===== src/rtl/core/afp_pkg.sv =====
`timescale 1ns / 1ps
// ----------------------------------------------------------------------------
// afp_pkg
// Shared types and constants of the ASCII decimal to fixed-point parser.
// ----------------------------------------------------------------------------
package afp_pkg;

  localparam int CH_W        = 8;
  localparam int VAL_W       = 32;
  localparam int FRAC_DIGITS = 3;

  function automatic int pow10(input int n);
    int r;
    r = 1;
    for (int i = 0; i < n; i++) begin
      r = r * 10;
    end
    return r;
  endfunction

  localparam int SCALE  = pow10(FRAC_DIGITS);
  localparam int FRAC_W = $clog2(SCALE);
  localparam int CNT_W  = $clog2(FRAC_DIGITS + 1);

  localparam logic [CH_W-1:0] CH_SPACE = 8'h20;
  localparam logic [CH_W-1:0] CH_TAB   = 8'h09;
  localparam logic [CH_W-1:0] CH_MINUS = 8'h2d;
  localparam logic [CH_W-1:0] CH_POINT = 8'h2e;
  localparam logic [CH_W-1:0] CH_ZERO  = 8'h30;
  localparam logic [CH_W-1:0] CH_NINE  = 8'h39;

  typedef logic [CH_W-1:0]    ch_t;
  typedef logic [VAL_W-1:0]   val_t;
  typedef logic [FRAC_W-1:0]  frac_t;
  typedef logic [CNT_W-1:0]   cnt_t;

  typedef enum logic [1:0] {
    PH_IDLE,
    PH_LEAD,
    PH_INT,
    PH_FRAC
  } phase_t;

  // weight of the fraction digit that follows cnt digits already taken
  function automatic frac_t frac_weight(input cnt_t cnt);
    int w;
    w = 1;
    for (int i = 0; i < FRAC_DIGITS - 1; i++) begin
      if (i >= int'(cnt)) begin
        w = w * 10;
      end
    end
    return FRAC_W'(w);
  endfunction

endpackage


===== src/rtl/core/afp_if.sv =====
`timescale 1ns / 1ps
// ----------------------------------------------------------------------------
// afp_text_if / afp_result_if
// Valid/ready channels of the parser: character beats in, value beats out.
// ----------------------------------------------------------------------------
interface afp_text_if;
  logic                   valid;
  logic                   ready;
  logic [afp_pkg::CH_W-1:0] ch;
  logic                   start_req;

  modport source (output valid, output ch, output start_req, input ready);
  modport sink   (input valid, input ch, input start_req, output ready);
endinterface

interface afp_result_if;
  logic                          valid;
  logic                          ready;
  logic signed [afp_pkg::VAL_W-1:0] value;

  modport source (output valid, output value, input ready);
  modport sink   (input valid, input value, output ready);
endinterface


===== src/rtl/core/ascii_fixed_point_parser.sv =====
`timescale 1ns / 1ps
// ----------------------------------------------------------------------------
// ascii_fixed_point_parser
// Streaming ASCII decimal to signed fixed-point (value x 10^FRAC_DIGITS).
// ----------------------------------------------------------------------------
// One character beat is taken every cycle. Each beat is decoded and folded
// into the running integer and fraction sums and registered; a value
// beat appears on the result channel the cycle after the character that
// ends the number (first non-fitting character, or the last fraction
// digit). The result channel has one output register: the text side stays
// ready while it is empty or being drained, so the rate is one character
// per cycle, set only by back-pressure on the result side.
// ----------------------------------------------------------------------------
module ascii_fixed_point_parser (
  input  logic               clk,
  input  logic               rst,
  afp_text_if.sink           text,
  afp_result_if.source       result
);
  import afp_pkg::*;

  phase_t phase, phase_next, phase_eff;
  val_t   int_acc, int_acc_next, int_eff;   // integer part, pre-scaled
  frac_t  frac_acc, frac_acc_next, frac_eff; // fraction part, pre-weighted
  cnt_t   frac_cnt, frac_cnt_next, cnt_eff;
  logic   negative, negative_next, neg_eff;

  logic   out_valid;
  val_t   out_value, out_value_next;

  logic   beat, is_digit, emit, take_int, take_frac, set_neg;
  logic [3:0] digit;

  assign beat        = text.valid && text.ready;
  assign text.ready  = !out_valid || result.ready;
  assign result.valid = out_valid;
  assign result.value = out_value;

  assign is_digit  = (text.ch >= CH_ZERO) && (text.ch <= CH_NINE);
  assign digit     = 4'(text.ch - CH_ZERO);
  assign phase_eff = text.start_req ? PH_LEAD : phase;
  assign int_eff   = text.start_req ? '0 : int_acc;
  assign frac_eff  = text.start_req ? '0 : frac_acc;
  assign cnt_eff   = text.start_req ? '0 : frac_cnt;
  assign neg_eff   = text.start_req ? 1'b0 : negative;

  // next state
  always_comb begin
    phase_next = phase_eff;
    emit       = 1'b0;
    take_int   = 1'b0;
    take_frac  = 1'b0;
    set_neg    = 1'b0;
    unique case (phase_eff)
      PH_IDLE: begin
        phase_next = PH_IDLE;
      end
      PH_LEAD: begin
        if (text.ch == CH_SPACE || text.ch == CH_TAB) begin
          phase_next = PH_LEAD;
        end else if (text.ch == CH_MINUS) begin
          set_neg    = 1'b1;
          phase_next = PH_INT;
        end else if (is_digit) begin
          take_int   = 1'b1;
          phase_next = PH_INT;
        end else if (text.ch == CH_POINT) begin
          phase_next = PH_FRAC;
        end else begin
          emit       = 1'b1;
          phase_next = PH_IDLE;
        end
      end
      PH_INT: begin
        if (is_digit) begin
          take_int = 1'b1;
        end else if (text.ch == CH_POINT) begin
          phase_next = PH_FRAC;
        end else begin
          emit       = 1'b1;
          phase_next = PH_IDLE;
        end
      end
      PH_FRAC: begin
        if (is_digit) begin
          take_frac = 1'b1;
          if (cnt_eff == CNT_W'(FRAC_DIGITS - 1)) begin
            emit       = 1'b1;
            phase_next = PH_IDLE;
          end
        end else begin
          emit       = 1'b1;
          phase_next = PH_IDLE;
        end
      end
      default: begin
        phase_next = PH_IDLE;
      end
    endcase
  end

  // datapath
  always_comb begin
    val_t sum;
    int_acc_next  = int_eff;
    frac_acc_next = frac_eff;
    frac_cnt_next = cnt_eff;
    negative_next = neg_eff || set_neg;
    if (take_int) begin
      int_acc_next = (int_eff << 3) + (int_eff << 1) + VAL_W'(digit) * VAL_W'(SCALE);
    end
    if (take_frac) begin
      frac_acc_next = frac_eff + FRAC_W'(digit) * frac_weight(cnt_eff);
      frac_cnt_next = cnt_eff + CNT_W'(1);
    end
    sum            = int_acc_next + VAL_W'(frac_acc_next);
    out_value_next = negative_next ? (val_t'(0) - sum) : sum;
  end

  always_ff @(posedge clk) begin
    if (rst) begin
      phase     <= PH_IDLE;
      int_acc   <= '0;
      frac_acc  <= '0;
      frac_cnt  <= '0;
      negative  <= 1'b0;
      out_valid <= 1'b0;
    end else begin
      if (beat) begin
        phase    <= phase_next;
        int_acc  <= int_acc_next;
        frac_acc <= frac_acc_next;
        frac_cnt <= frac_cnt_next;
        negative <= negative_next;
      end
      if (beat && emit) begin
        out_valid <= 1'b1;
      end else if (result.ready) begin
        out_valid <= 1'b0;
      end
    end
  end

  always_ff @(posedge clk) begin
    if (beat && emit) begin
      out_value <= out_value_next;
    end
  end

endmodule


===== src/flat_wrapper.sv =====
// flat-port wrapper written by rule: the top's interface ports become plain ports
module ascii_fixed_point_parser_flat import afp_pkg::*;
  (clk, rst, text_valid, text_ch, text_start_req, text_ready, result_valid, result_value, result_ready);
  afp_text_if text_i ();
  afp_result_if result_i ();
  input  logic clk;
  input  logic rst;
  input wire logic [$bits(text_i.valid)-1:0] text_valid;
  input wire logic [$bits(text_i.ch)-1:0] text_ch;
  input wire logic [$bits(text_i.start_req)-1:0] text_start_req;
  output wire logic [$bits(text_i.ready)-1:0] text_ready;
  output wire logic [$bits(result_i.valid)-1:0] result_valid;
  output wire logic [$bits(result_i.value)-1:0] result_value;
  input wire logic [$bits(result_i.ready)-1:0] result_ready;
  assign text_i.valid = text_valid;
  assign text_i.ch = text_ch;
  assign text_i.start_req = text_start_req;
  assign text_ready = text_i.ready;
  assign result_valid = result_i.valid;
  assign result_value = result_i.value;
  assign result_i.ready = result_ready;
  ascii_fixed_point_parser u_core (.clk(clk), .rst(rst), .text(text_i), .result(result_i));
endmodule

===== config.mk =====
export PLATFORM = sky130hd
export DESIGN_NAME = ascii_fixed_point_parser_flat
export DESIGN_NICKNAME = d
export VERILOG_FILES = /design/src/rtl/core/afp_pkg.sv /design/src/rtl/core/afp_if.sv /design/src/rtl/core/ascii_fixed_point_parser.sv /design/src/flat_wrapper.sv
export SDC_FILE = /design/constraint.sdc
export NUM_CORES = 1
export LEC_CHECK = 0
export BUFFER_PORTS_ARGS = -buffer_cell sky130_fd_sc_hd__buf_2
export CAP_MARGIN = 10
export CORE_AREA = 2 2 203 205
export DETAILED_ROUTE_END_ITERATION = 16
export DIE_AREA = 0 0 205 207
export SYNTH_ARGS = -nofsm -noshare
export SYNTH_HDL_FRONTEND = slang
export SYNTH_SLANG_ARGS = --single-unit

===== constraint.sdc =====
create_clock -name clk -period 10 [get_ports clk]
set_input_delay 1 -clock clk [delete_from_list [all_inputs] [get_ports clk]]
set_output_delay 1 -clock clk [all_outputs]
set_load 0.03 [all_outputs]

; ---- Word-level counts from Yosys, hierarchy flattened
; Index checks and enable logic that the tools add are counted.
[op_classes]
n_addsub = 7
n_mul = 3
div_mod_pow = 0
order_cmp = 4
n_eq_ne = 8
n_shift = 0
muxes = 38
bitwise = 0
n_reduce_logical = 9
[op_table]
columns = op, n
row1 = $mux W32, 4
row2 = $mux W10, 4
row3 = $add A32 B10 Y32, 1
row4 = $add A32 B14 Y32, 1
row5 = $add A32 B32 Y32, 1
row6 = $mul A32 B4 Y9 const B, 1
row7 = $sub A1 B32 Y32 const A, 1
row8 = $eq A8 B6 Y1 const B, 3
row9 = $mux W2, 10
row10 = $mux W1, 16
row11 = $mul A4 B7 Y11 const B, 1
row12 = $add A10 B10 Y10, 1
row13 = $mul A4 B10 Y10, 1
row14 = $eq A8 B4 Y1 const B, 1
row15 = $ge A8 B6 Y1 const B, 1
row16 = $le A8 B6 Y1 const B, 1
row17 = $pmux W2 S4, 1
row18 = $eq A2 B2 Y1 const B, 3
row19 = $ge A1 B2 Y1 const A, 2
row20 = $mux W4, 1
row21 = $sub A4 B1 Y4 const B, 1
row22 = $logic_and A1 B1 Y1, 3
row23 = $logic_or A1 B1 Y1, 3
row24 = $pmux W1 S3, 1
row25 = other kinds (6), 6
[word_totals]
reg_bits = 80
latch_bits = 0
mem_bits_rw = 0
rom_bits = 0
output_inout_bits = 34
memories = 0

; ---- Depth between registers and ports, before layout
; Gate-level depths: netlist of the first run.
[logic_depth]
ltp_word = 14
mapped_depth = 34
ltp_nobuf = 32

; ---- Least setup slack after synthesis of the first run
; Ideal clock, no wire load.
[synth_path]
kind = input -> register
start = input text_start_req
end = register u_core.out_value[31] (netlist: u_core.result.value[31]), data pin
arrival_time_ns = 7.880
setup_slack_ns = 1.860
cell_stages = 33
n_path_buf = 3
path_cell_list = clkbuf_1 > clkbuf_1 > clkbuf_1 > nor2b_1 > inv_1 > ha_1 > and2_1 > fa_1 > inv_1 > fa_1 > fa_1 > inv_1 > ha_1 > a21o_1 > a21o_1 > nand2_1 > nand2b_1 > a21oi_1 > o21bai_1 > a21oi_1 > xnor2_1 > nand2_1 > xnor2_1 > ha_1 > nand2_1 > o21ai_0 > nand3_2 > nor3b_1 > mux2i_1 > nand3_1 > nor3_1 > a41oi_1 > xnor2_1
[synth_via]
elab_chain_len = 13
[synth_rtl]
columns = item, line
row1 = "start, declared", flat_wrapper.sv:10  ; input wire logic [$bits(text_i.start_req)-1:0] text_start_req;
row2 = $mux W2, ascii_fixed_point_parser.sv:44  ; assign cnt_eff = text.start_req ? '0 : frac_cnt;
row3 = $ge A1 B2 Y1, afp_pkg.sv:49  ; if (i >= int'(cnt)) begin
row4 = $mux W4, afp_pkg.sv:49
row5 = $mux W32, ascii_fixed_point_parser.sv:112  ; if (take_frac) begin
row6 = $mul A32 B4 Y9, afp_pkg.sv:50  ; w = w * 10;
row7 = $mux W10, afp_pkg.sv:49
row8 = $mux W10, ascii_fixed_point_parser.sv:112
row9 = $mul A4 B10 Y10, ascii_fixed_point_parser.sv:113  ; frac_acc_next = frac_eff + FRAC_W'(digit) * frac_weight(cnt_eff);
row10 = $add A10 B10 Y10, ascii_fixed_point_parser.sv:113
row11 = $mux W10 (*), ascii_fixed_point_parser.sv:112
row12 = named net u_core.frac_acc_next[9], ascii_fixed_point_parser.sv:24  ; frac_t frac_acc, frac_acc_next, frac_eff;
row13 = $add A32 B10 Y32 (*), ascii_fixed_point_parser.sv:116  ; sum = int_acc_next + VAL_W'(frac_acc_next);
row14 = $sub A1 B32 Y32, ascii_fixed_point_parser.sv:117  ; out_value_next = negative_next ? (val_t'(0) - sum) : sum;
row15 = $mux W32 (*), ascii_fixed_point_parser.sv:117
row16 = named net u_core.out_value_next[31], ascii_fixed_point_parser.sv:29  ; val_t out_value, out_value_next;
row17 = "end signal, assigned", ascii_fixed_point_parser.sv:146  ; out_value <= out_value_next;
row18 = "end, declared", ascii_fixed_point_parser.sv:29
; The timed path passes the listed nets; every way through them passes the cells marked *. The select of a mux whose other input is x is not followed.
; A chain may end at the register's enable or synchronous reset.

; ---- Final worst setup path of the first run
[layout_path]
start = input text_start_req
end = register u_core.out_value[23] (netlist: u_core.result.value[23]), data pin
; Same word-level chain as after synthesis.

==> summary.md, run 1 <==
- **cell with the most instances after synthesis** sky130_fd_sc_hd__nand2_1
- **count of routing violations after the opening detailed-route iteration** 507
- **TritonCTS clock tree** built
- **effective utilization at floorplan** 0.227
- **iteration count of the initial detailed-routing pass** 6
- **area of the mapped netlist** 9160 um^2
- **ys flop type** sky130_fd_sc_hd__dfxtp_1
- **setup repair after global routing missed its margin** false
- **Clk network pwr share** 0.343
- **portion of total power attributed to sequential cells** 0.363
- **delay contributed by the slowest stage of the critical path** 550 ps
- **global placer's final weighted congestion** 0.908
- **max cap viols** 0
- **relative max-transition margin** 0.199
- **pin count of the biggest net entering global routing** 61
- **count of cells along the worst register-to-register path** 30
- **worst hold-check path type** flip-flop to flip-flop
- **sequential-to-total area share from yosys stat** 0.210
- **number of library cell types mapped by synthesis** 83
- **Sum Neg Setup Slack** 0 ps
- **worst hold start** u_core.frac_acc[9]
- **sum of net half-perimeters after detailed placement** 19,200 um
- **switch share** 0.339
- **internal power** 0.648 mW
- **total power divided by cell area** 95.9 nW/um^2
- **cts bufs inserted** 9
- **number of buffers added to fix hold violations after cts** 0
- **Reg-to-Reg End** u_core.result.value[23]
- **net count of the mapped netlist** 1,274
- **maximum level of the CTS H-tree** 3
- **data arrival time of the critical path** 8250 ps
- **Detail Route Antenna Nets** 0
- **launch instance of the worst register-to-register path** u_core.frac_cnt[1]
- **total setup buffers inserted after CTS** 0
- **share of the synthesized area in the top cell type** 0.137
- **Comb power frac** 0.293
- **Top Ports** 47
- **number of synthesis warnings** 0
- **Total GRT Usage** 0.115
- **placeable core region** 40,400 um^2
- **Crit Path Class** primary input to flip-flop
- **highest clock rate** 122 MHz
- **sequential cell area in the final layout** 1920 um^2
- **Post-Synthesis Mean Instance Area** 8.12 um^2
- **largest clock skew in the final design** 12.3 ps
- **worst-case clock buffer depth** 2
- **capture endpoint of the worst hold path** u_core.frac_acc[9]
- **element type at the critical path end** flip-flop
- **total clock sinks** 80
- **# resized after CTS** 0
- **ratio of cells with drive above 1 in the final layout** 0.0897
- **diode insertion count for antenna repair** 0
- **PnR Total Power** 0.979 mW
- **Total Routed Length** 24,400 um
- **global-route congestion overflow total** 0
- **antenna violations before repair** 0
- **number of global-route vias before repair** 7,771
- **dominant delay contributor by cell family on the critical path** adder cells
- **number of placement rows** 74
- **crit share post-route** 0.817
- **cell taking the most area after synthesis** sky130_fd_sc_hd__ha_1
- **FF+latch count, synth** 80
- **area delta synth->final** 11.4%
- **highest net fanout along the worst path** 8
- **setup slack of the worst register-to-register path** 2300 ps
- **worst skew pair latency** 350 ps
- **startpoint of the most critical setup path** text_start_req
- **DRC violation count after routing** 0
- **DIE WIDTH** 205 um
- **Clk pin slew, worst setup/hold paths** 60 ps
- **multi-input logic area** 6760 um^2
- **time the worst path needs with I/O delays and setup** 8170 ps
- **number of input and output port buffers inserted** 46
- **maximum vdd ir drop** 70.1 uV
- **count of cells along the worst hold path** 2
- **static leakage** 4.29 nW
- **final slew viol count** 0
- **chip height** 207 um
- **Via-to-Cell Ratio** 4.77
- **result of the run** finished clean
- **number of enable-type register cells in the synthesized netlist** 32
- **die footprint** 42,400 um^2
- **Filler Cell Count** 4,417
- **ranking of synthesized cells by instance count** 150 x sky130_fd_sc_hd__nand2_1, 100 x sky130_fd_sc_hd__ha_1, 93 x sky130_fd_sc_hd__a21oi_1, 86 x sky130_fd_sc_hd__nor2_1, 75 x sky130_fd_sc_hd__inv_1
- **Placed Cells incl. Taps** 1,675
- **cell types with the largest area share after synthesis** sky130_fd_sc_hd__ha_1 14%, sky130_fd_sc_hd__dfxtp_1 10%, sky130_fd_sc_hd__edfxtp_1 10%
- **average wire length per cell after detail routing** 14.4 um
- **wire length of the first global-routing pass** 39,700 um
- **via count** 8,060
- **buffers and inverters on the worst path** 4
- **data required time at the worst endpoint** 10,080 ps
- **highest-delay cell along the critical path** sky130_fd_sc_hd__fa_1
- **fraction of synthesis flops using an asynchronous set or reset pin** 0
- **net switching power figure** 0.332 mW
- **crit path launch type** primary input
- **Synth Instances** 1,128
- **setup violation total in the final timing report** 0
- **Final Net Count** 1,300
- **pin slew with the least headroom to its limit** 1200 ps
- **final hold violation count** 0
- **cell at the root of the clock tree** sky130_fd_sc_hd__clkbuf_16
- **Post-Layout Cell Count** 1,691
==> kinds of logic (layout without fill, tap and decap cells) <==
| logic type | Yosys count | after routing | synth area share |
|---|---|---|---|
| adders and majority gates | 133 | 133 | 0.209 |
| DFF | 80 | 80 | 0.210 |
| AOI/OAI and AO/OA | 305 | 305 | 0.218 |
| xor gates and xnor gates | 86 | 86 | 0.0822 |
| muxes | 18 | 18 | 0.0205 |
| and+or+nand+nor | 392 | 392 | 0.208 |
| buffers and inverters | 114 | 145 | 0.0531 |
==> power groups by stage <==
stage / clock network [mW] / registers (mW) / logic (mW)
2_1_floorplan: 0 / 0.373 / 0.209
3_3_place_gp: 0 / 0.363 / 0.282
3_5_place_dp: 0 / 0.363 / 0.287
4_1_cts: 0.345 / 0.356 / 0.289
5_1_grt: 0.354 / 0.357 / 0.323
6_report: 0.336 / 0.356 / 0.287
==> layout make-up <==
class	instances	share of cell area
multi-input combinational	934	0.662
sequential	80	0.188
tap	532	0.0652
inverter	76	0.0279
timing repair buffer	53	0.0277
clock buffer	9	0.0221
clock inverter	7	0.00699
==> worst max-delay path by stage <==
stage | cells past startpoint | endpoint | slack (ps)
6_report | 31 | u_core.result.value[23] | 1830
4_1_cts | 31 | u_core.result.value[31] | 1820
5_1_grt | 31 | u_core.result.value[23] | 1270
2_1_floorplan | 33 | u_core.result.value[31] | 1860
3_5_place_dp | 31 | u_core.result.value[23] | 1450
3_3_place_gp | 31 | u_core.result.value[31] | 1600
==> metrics by stage <==
stage	hold WS [ps]	utilization	worst slack (ps)	cell area (um^2)
global route	470	0.253	1270	10200
CTS	455	0.253	1820	10200
detailed placement	446	0.246	1450	9910
global placement	437	0.246	1600	9910
finish	456	0.253	1830	10200
floorplan	432	-	1860	9160
==> metal layers <==
layer,wire [um],GRT usage
met1,11700,0.159
met2,11100,0.188
met3,971,0.00928
met4,570,0.0397
met5,0,0
==> worst reg2reg max path, delay by kind of cell, from the launching register on <==
family                   cells  cell delay (ps)
buffers and inverters        3              240
adder cells (fa/ha/maj)      6             2590
AND/OR/NAND/NOR             10             2020
flip-flops                   1              340
AO/OA/AOI/OAI                7             1540
multiplexers                 1              240
XOR/XNOR                     3              500
==> placed cells by master (no fill, tap or decap), drive strengths merged, types with 8 or more instances in the layout <==
cell    instances
ha            100
a31oi          14
mux2i          12
nand2         151
edfxtp         32
clkbuf          9
a21oi          93
o21ai          59
o211ai          9
nand2b          9
a21o           22
a211oi         32
nor4            9
nor2b          34
fa             33
nand3          19
and3           14
o31ai          11
buf            53
dfxtp          48
nor3           12
xnor2          62
and2           16
nor2           87
o21a            8
inv            76
or3            12
xor2           24
==> flip-flops by register name, indices dropped and copies added (netlist names) <==
name	flops
u_core.int_acc	32
u_core.result.value	32
u_core.frac_acc	10
u_core.frac_cnt	2
u_core.phase	2
u_core.negative	1
u_core.result.valid	1
No activity file was read; power rests on OpenSTA's default activity.
==> run 2, diff against run 1 <==
Clock period 10 ns to 7.6 ns, I/O delays scaled along.
==> summary.md, run 2 (synthesized netlist as in run 1, its figures left out) <==
- **cell count along the critical path** 31, unchanged
- **DRC violation count after routing** 0, unchanged
- **Clk pin slew, worst setup/hold paths** 70 ps, about the same
- **result of the run** finished clean
- **Final Net Count** 1,365, +5.0%
- **number of buffers added to fix hold violations after cts** 0, unchanged
- **element type at the critical path end** flip-flop
- **Total Routed Length** 24,900 um, +2.1%
- **highest-delay cell along the critical path** sky130_fd_sc_hd__fa_1
- **iteration count of the initial detailed-routing pass** 5, -1
- **Filler Cell Count** 4,415, -0.045%
- **worst hold-check path type** flip-flop to flip-flop
- **Total GRT Usage** 0.118, +0.00309
- **maximum vdd ir drop** 102 uV, +45%
- **ratio of cells with drive above 1 in the final layout** 0.146, +0.0565
- **number of placement rows** 74, unchanged
- **Comb power frac** 0.307, +0.014
- **total setup buffers inserted after CTS** 0, unchanged
- **switch share** 0.338, -0.00102
- **buffers and inverters on the worst path** 5, +1
- **count of routing violations after the opening detailed-route iteration** 426, -16%
- **via count** 8,278, +2.7%
- **area delta synth->final** 17.5%
- **setup ws final** 436 ps, -1400 ps
- **Setup Slack @ Placement** -12.1 ps, -1460 ps
- **portion of total power attributed to sequential cells** 0.356, -0.007
- **worst skew pair latency** 350 ps, about the same
- **cts bufs inserted** 9, unchanged
- **average wire length per cell after detail routing** 14.2 um, -1.7%
- **number of input and output port buffers inserted** 46, unchanged
- **TritonCTS clock tree** built
- **cell at the root of the clock tree** sky130_fd_sc_hd__clkbuf_16
- **Top Ports** 47, unchanged
- **final slew viol count** 0, unchanged
- **data required time at the worst endpoint** 7690 ps, -2390 ps
- **setup slack of the worst register-to-register path** 680 ps, -1620 ps
- **Crit Path Class** primary input to flip-flop
- **crit path launch type** primary input
- **net switching power figure** 0.444 mW, +34%
- **Detail Route Antenna Nets** 0, unchanged
- **sum of net half-perimeters after detailed placement** 19,900 um, +3.4%
- **worst-case clock buffer depth** 2, unchanged
- **worst setup path endpoint** u_core.result.value[31]
- **largest clock skew in the final design** 12.0 ps, -0.298 ps
- **startpoint of the most critical setup path** text_start_req
- **pin slew with the least headroom to its limit** 1180 ps, -17.2 ps
- **# resized after CTS** 0, unchanged
- **Reg-to-Reg End** u_core.result.value[31]
- **dominant delay contributor by cell family on the critical path** adder cells
- **effective utilization at floorplan** 0.227, unchanged
- **launch instance of the worst register-to-register path** u_core.frac_cnt[1]
- **global placer's final weighted congestion** 0.869, -4.4%
- **antenna violations before repair** 0, unchanged
- **die footprint** 42,400 um^2, unchanged
- **global-route congestion overflow total** 0, unchanged
- **DIE WIDTH** 205 um, unchanged
- **diode insertion count for antenna repair** 0, unchanged
- **delay contributed by the slowest stage of the critical path** 550 ps, about the same
- **wire length of the first global-routing pass** 41,000 um, +3.3%
- **highest net fanout along the worst path** 8, unchanged
- **most common library cell in the layout ignoring fill and taps** sky130_fd_sc_hd__nand2_1
- **final hold violation count** 0, unchanged
- **pin count of the biggest net entering global routing** 61, unchanged
- **chip height** 207 um, unchanged
- **data arrival time of the critical path** 7250 ps, -1000 ps
- **total power divided by cell area** 122 nW/um^2, +27%
- **placeable core region** 40,400 um^2, unchanged
- **maximum level of the CTS H-tree** 3, unchanged
- **highest clock rate** 140 MHz
- **static leakage** 4.60 nW, +7.3%
- **Via-to-Cell Ratio** 4.71, -1.1%
- **Clk network pwr share** 0.337, -0.006
- **count of cells along the worst register-to-register path** 30, unchanged
- **number of global-route vias before repair** 8,115, +4.4%
- **PnR Total Power** 1.32 mW, +34%
- **setup violation total in the final timing report** 0, unchanged
- **relative max-transition margin** 0.210, +0.0114
- **crit share post-route** 0.943
- **total clock sinks** 80, unchanged
- **max cap viols** 0, unchanged
- **time the worst path needs with I/O delays and setup** 7160 ps
- **most frequent cells in the layout** 150 x sky130_fd_sc_hd__nand2_1, 100 x sky130_fd_sc_hd__ha_1, 92 x sky130_fd_sc_hd__a21oi_1, 86 x sky130_fd_sc_hd__nor2_1, 75 x sky130_fd_sc_hd__inv_1
- **internal power** 0.872 mW, +35%
-- run 2: changes by cell type in the layout (fill, tap and decap cells not counted), sizes merged --
cell,change
buf,+65
clkinv,-1
clkinvlp,+1
-- run 2: area by class of cell --
| cell class | count | area [um^2] | share of cell area |
|---|---|---|---|
| Clock buffer | 9 | 225 | 0.0209 |
| Clock inverter | 7 | 71.3 | 0.00662 |
| Inverter | 76 | 285 | 0.0265 |
| Multi-Input combinational cell | 934 | 6830 | 0.634 |
| Sequential cell | 80 | 1920 | 0.179 |
| Tap cell | 532 | 666 | 0.0618 |
| Timing Repair Buffer | 118 | 771 | 0.0716 |
-- run 2: worst min path at each step --
stage | start | cells past startpoint | endpoint | slack [ps]
6_report | u_core.int_acc[9] | 2 | u_core.int_acc[9] | 450
3_5_place_dp | u_core.int_acc[9] | 2 | u_core.int_acc[9] | 440
3_3_place_gp | u_core.int_acc[9] | 2 | u_core.int_acc[9] | 440
5_1_grt | u_core.int_acc[9] | 2 | u_core.int_acc[9] | 470
2_1_floorplan | u_core.frac_acc[0] | 2 | u_core.frac_acc[0] | 430
4_1_cts | u_core.int_acc[9] | 2 | u_core.int_acc[9] | 450
-- run 2: stage by stage --
stage / utilization / setup TNS, ps / hold WS [ps] / cell area, um^2 / instances
after detailed placement: 0.258 / -12.1 / 443 / 10400 / 1740
after CTS: 0.265 / 0 / 452 / 10700 / 1756
after floorplan: - / 0 / 432 / 9190 / 1128
after global routing: 0.267 / -4.82 / 471 / 10800 / 1756
after global placement: 0.258 / 0 / 438 / 10400 / 1740
final: 0.267 / 0 / 451 / 10800 / 1756
-- run 2: worst register-to-register path, delay by kind of cell, from the launching register on --
kind | cells | cell delay, ps
flops | 1 | 330
simple gates | 9 | 1500
xor+xnor | 4 | 770
compound gates | 7 | 1230
fa+ha+maj | 6 | 2470
buf+inv | 4 | 370
-- run 2: power by group through the flow --
stage | combinational, mW | clock (mW) | sequential [mW]
2_1_floorplan | 0.276 | 0 | 0.490
3_3_place_gp | 0.396 | 0 | 0.478
3_5_place_dp | 0.403 | 0 | 0.478
4_1_cts | 0.405 | 0.453 | 0.469
5_1_grt | 0.455 | 0.468 | 0.470
6_report | 0.404 | 0.444 | 0.468
-- run 2: layer usage --
metal | GRT usage | share of wire | routed length (um)
met2 | 0.199 | 0.47 | 11700
met4 | 0.0347 | 0.013 | 323
met5 | 0 | 0 | 0
met1 | 0.161 | 0.49 | 12100
met3 | 0.00897 | 0.029 | 733
==> run 3, diff against run 2 <==
Settings changed: CORE_AREA 2 2 203 205 to 2 2 182 229, CTS_CLUSTER_SIZE set to 14, DIE_AREA 0 0 205 207 to 0 0 184 231.
==> summary.md, run 3 (synthesized netlist as in run 1, its figures left out) <==
- **Comb power frac** 0.301, -0.006
- **total power divided by cell area** 125 nW/um^2, +2.4%
- **Via-to-Cell Ratio** 4.81, +2.0%
- **Total GRT Usage** 0.117, -0.000917
- **antenna violations before repair** 0, unchanged
- **worst skew pair latency** 350 ps, about the same
- **element type at the critical path end** flip-flop
- **global placer's final weighted congestion** 0.883, +1.7%
- **cell at the root of the clock tree** sky130_fd_sc_hd__clkbuf_16
- **count of cells along the worst hold path** 2, unchanged
- **number of input and output port buffers inserted** 46, unchanged
- **data required time at the worst endpoint** 7700 ps, about the same
- **most frequent cells in the layout** 150 x sky130_fd_sc_hd__nand2_1, 100 x sky130_fd_sc_hd__ha_1, 93 x sky130_fd_sc_hd__a21oi_1, 85 x sky130_fd_sc_hd__nor2_1, 75 x sky130_fd_sc_hd__inv_1
- **maximum level of the CTS H-tree** 3, unchanged
- **share of the core filled with cells** 0.265, -0.00189
- **worst-case clock buffer depth** 2, unchanged
- **most common library cell in the layout ignoring fill and taps** sky130_fd_sc_hd__nand2_1
- **diode insertion count for antenna repair** 0, unchanged
- **met3 Usage GRT** 0.0210, +0.0120
- **TritonCTS clock tree** built
- **sum of net half-perimeters after detailed placement** 20,100 um, +0.94%
- **Sum Neg Setup Slack** 0 ps, unchanged
- **portion of total power attributed to sequential cells** 0.349, -0.007
- **count of cells along the worst register-to-register path** 31, +3.3%
- **result of the run** finished clean
- **via count** 8,306, +0.34%
- **area delta synth->final** 17.0%
- **GR peak layer** met2
- **iteration count of the initial detailed-routing pass** 5, unchanged
- **worst hold-check path type** flip-flop to flip-flop
- **total clock sinks** 80, unchanged
- **static leakage** 4.62 nW, +0.41%
- **count of routing violations after the opening detailed-route iteration** 465, +9.2%
- **Total Routed Length** 25,100 um, +1.2%
- **global routing met2 resource utilization** 0.218, +0.0186
- **internal power** 0.908 mW, +4.1%
- **chip height** 231 um, +12%
- **maximum vdd ir drop** 94.2 uV, -7.3%
- **Detail Route Antenna Nets** 0, unchanged
- **Final Net Count** 1,359, -0.44%
- **pin count of the biggest net entering global routing** 61, unchanged
- **delay contributed by the slowest stage of the critical path** 540 ps, about the same
- **largest clock skew in the final design** 8.58 ps, -3.39 ps
- **met1 demand-to-capacity share in global routing** 0.135, -0.0256
- **data arrival time of the critical path** 7330 ps, +80 ps
- **highest clock rate** 138 MHz, -0.90%
- **global-route congestion overflow total** 0, unchanged
- **effective utilization at floorplan** 0.226, -0.000743
- **final hold violation count** 0, unchanged
- **number of placement rows** 83, +12%
- **cell count along the critical path** 32, +3.2%
- **DRC violation count after routing** 0, unchanged
- **setup repair after global routing missed its margin** false
- **Filler Cell Count** 4,381, -0.77%
- **ratio of cells with drive above 1 in the final layout** 0.139, -0.00749
- **average wire length per cell after detail routing** 14.6 um, +2.8%
- **DIE WIDTH** 184 um, -10%
- **crit path launch type** primary input
- **highest net fanout along the worst path** 6, -2
- **Clk pin slew, worst setup/hold paths** 60 ps, about the same
- **final slew viol count** 0, unchanged
- **number of buffers added to fix hold violations after cts** 0, unchanged
- **Crit Path Class** primary input to flip-flop
- **time the worst path needs with I/O delays and setup** 7230 ps, +65.2 ps
- **setup violation total in the final timing report** 0, unchanged
- **net switching power figure** 0.435 mW, -2.2%
- **dominant delay contributor by cell family on the critical path** adder cells
- **PnR Total Power** 1.34 mW, +2.0%
- **Placed Cells incl. Taps** 1,711, -1.7%
- **Top Ports** 47, unchanged
- **placeable core region** 40,500 um^2, +0.33%
- **die footprint** 42,500 um^2, +0.16%
- **max cap viols** 0, unchanged
- **switch share** 0.324, -0.0138
- **pin slew with the least headroom to its limit** 1200 ps, +15.2 ps
- **number of global-route vias before repair** 8,172, +0.70%
- **worst hold slack** 447 ps, -3.65 ps
- **buffers and inverters on the worst path** 5, unchanged
- **highest-delay cell along the critical path** sky130_fd_sc_hd__fa_1
- **Clk network pwr share** 0.350, +0.013
- **cts bufs inserted** 9, unchanged
- **crit share post-route** 0.951, +0.00859
- **relative max-transition margin** 0.200, -0.0101
- **Post-Layout Cell Count** 1,728, -1.6%
- **wire length of the first global-routing pass** 40,400 um, -1.5%
run 3: per-stage QoR:
stage	worst slack [ps]	cell area (um^2)
2_1_floorplan	10.6	9190
3_3_place_gp	68.7	10300
3_5_place_dp	-8.17	10300
4_1_cts	335	10700
5_1_grt	12.8	10700
6_report	370	10700
run 3: worst reg2reg max path: cells and delay by family (launching register included):
family / cells / cell delay [ps]
AOI/OAI and AO/OA: 11 / 2170
xor gates and xnor gates: 3 / 540
adders and majority gates: 6 / 2420
buffers and inverters: 4 / 370
DFF: 1 / 320
and+or+nand+nor: 7 / 900
run 3: timing repair:
| item | in CTS | in global routing |
|---|---|---|
| endpoints found under the setup margin | 0 | 11 |
| buffers inserted | 0 | 1 |
| resized for setup | 0 | 10 |
run 3: final timing paths:
path	to	slack, ps	from
max	u_core.result.value[30]	370	text_start_req
max reg2reg	u_core.result.value[30]	630	u_core.frac_cnt[1]
min	u_core.phase[1]	450	u_core.phase[1]
min reg2reg	u_core.phase[1]	450	u_core.phase[1]
run 3: power groups by stage:
stage / Combinational, mW / Sequential, mW / Clock (mW)
2_1_floorplan: 0.276 / 0.490 / 0
3_3_place_gp: 0.398 / 0.477 / 0
3_5_place_dp: 0.405 / 0.477 / 0
4_1_cts: 0.405 / 0.468 / 0.481
5_1_grt: 0.452 / 0.469 / 0.496
6_report: 0.404 / 0.468 / 0.470
run 3: final cells by class:
| type | count | area [um^2] | share of cell area |
|---|---|---|---|
| multi-input combinational | 934 | 6820 | 0.636 |
| sequential | 80 | 1920 | 0.179 |
| timing repair buffer | 112 | 738 | 0.0688 |
| tap | 510 | 638 | 0.0595 |
| clock buffer | 14 | 285 | 0.0266 |
| inverter | 76 | 285 | 0.0266 |
| clock inverter | 2 | 35.0 | 0.00327 |
run 3: layer usage:
layer | part of all wire | vias to the layer above
met1 | 0.42 | 3956
met5 | 0 | -
met2 | 0.52 | 150
met3 | 0.034 | 34
li1 | - | 4166
met4 | 0.023 | 0
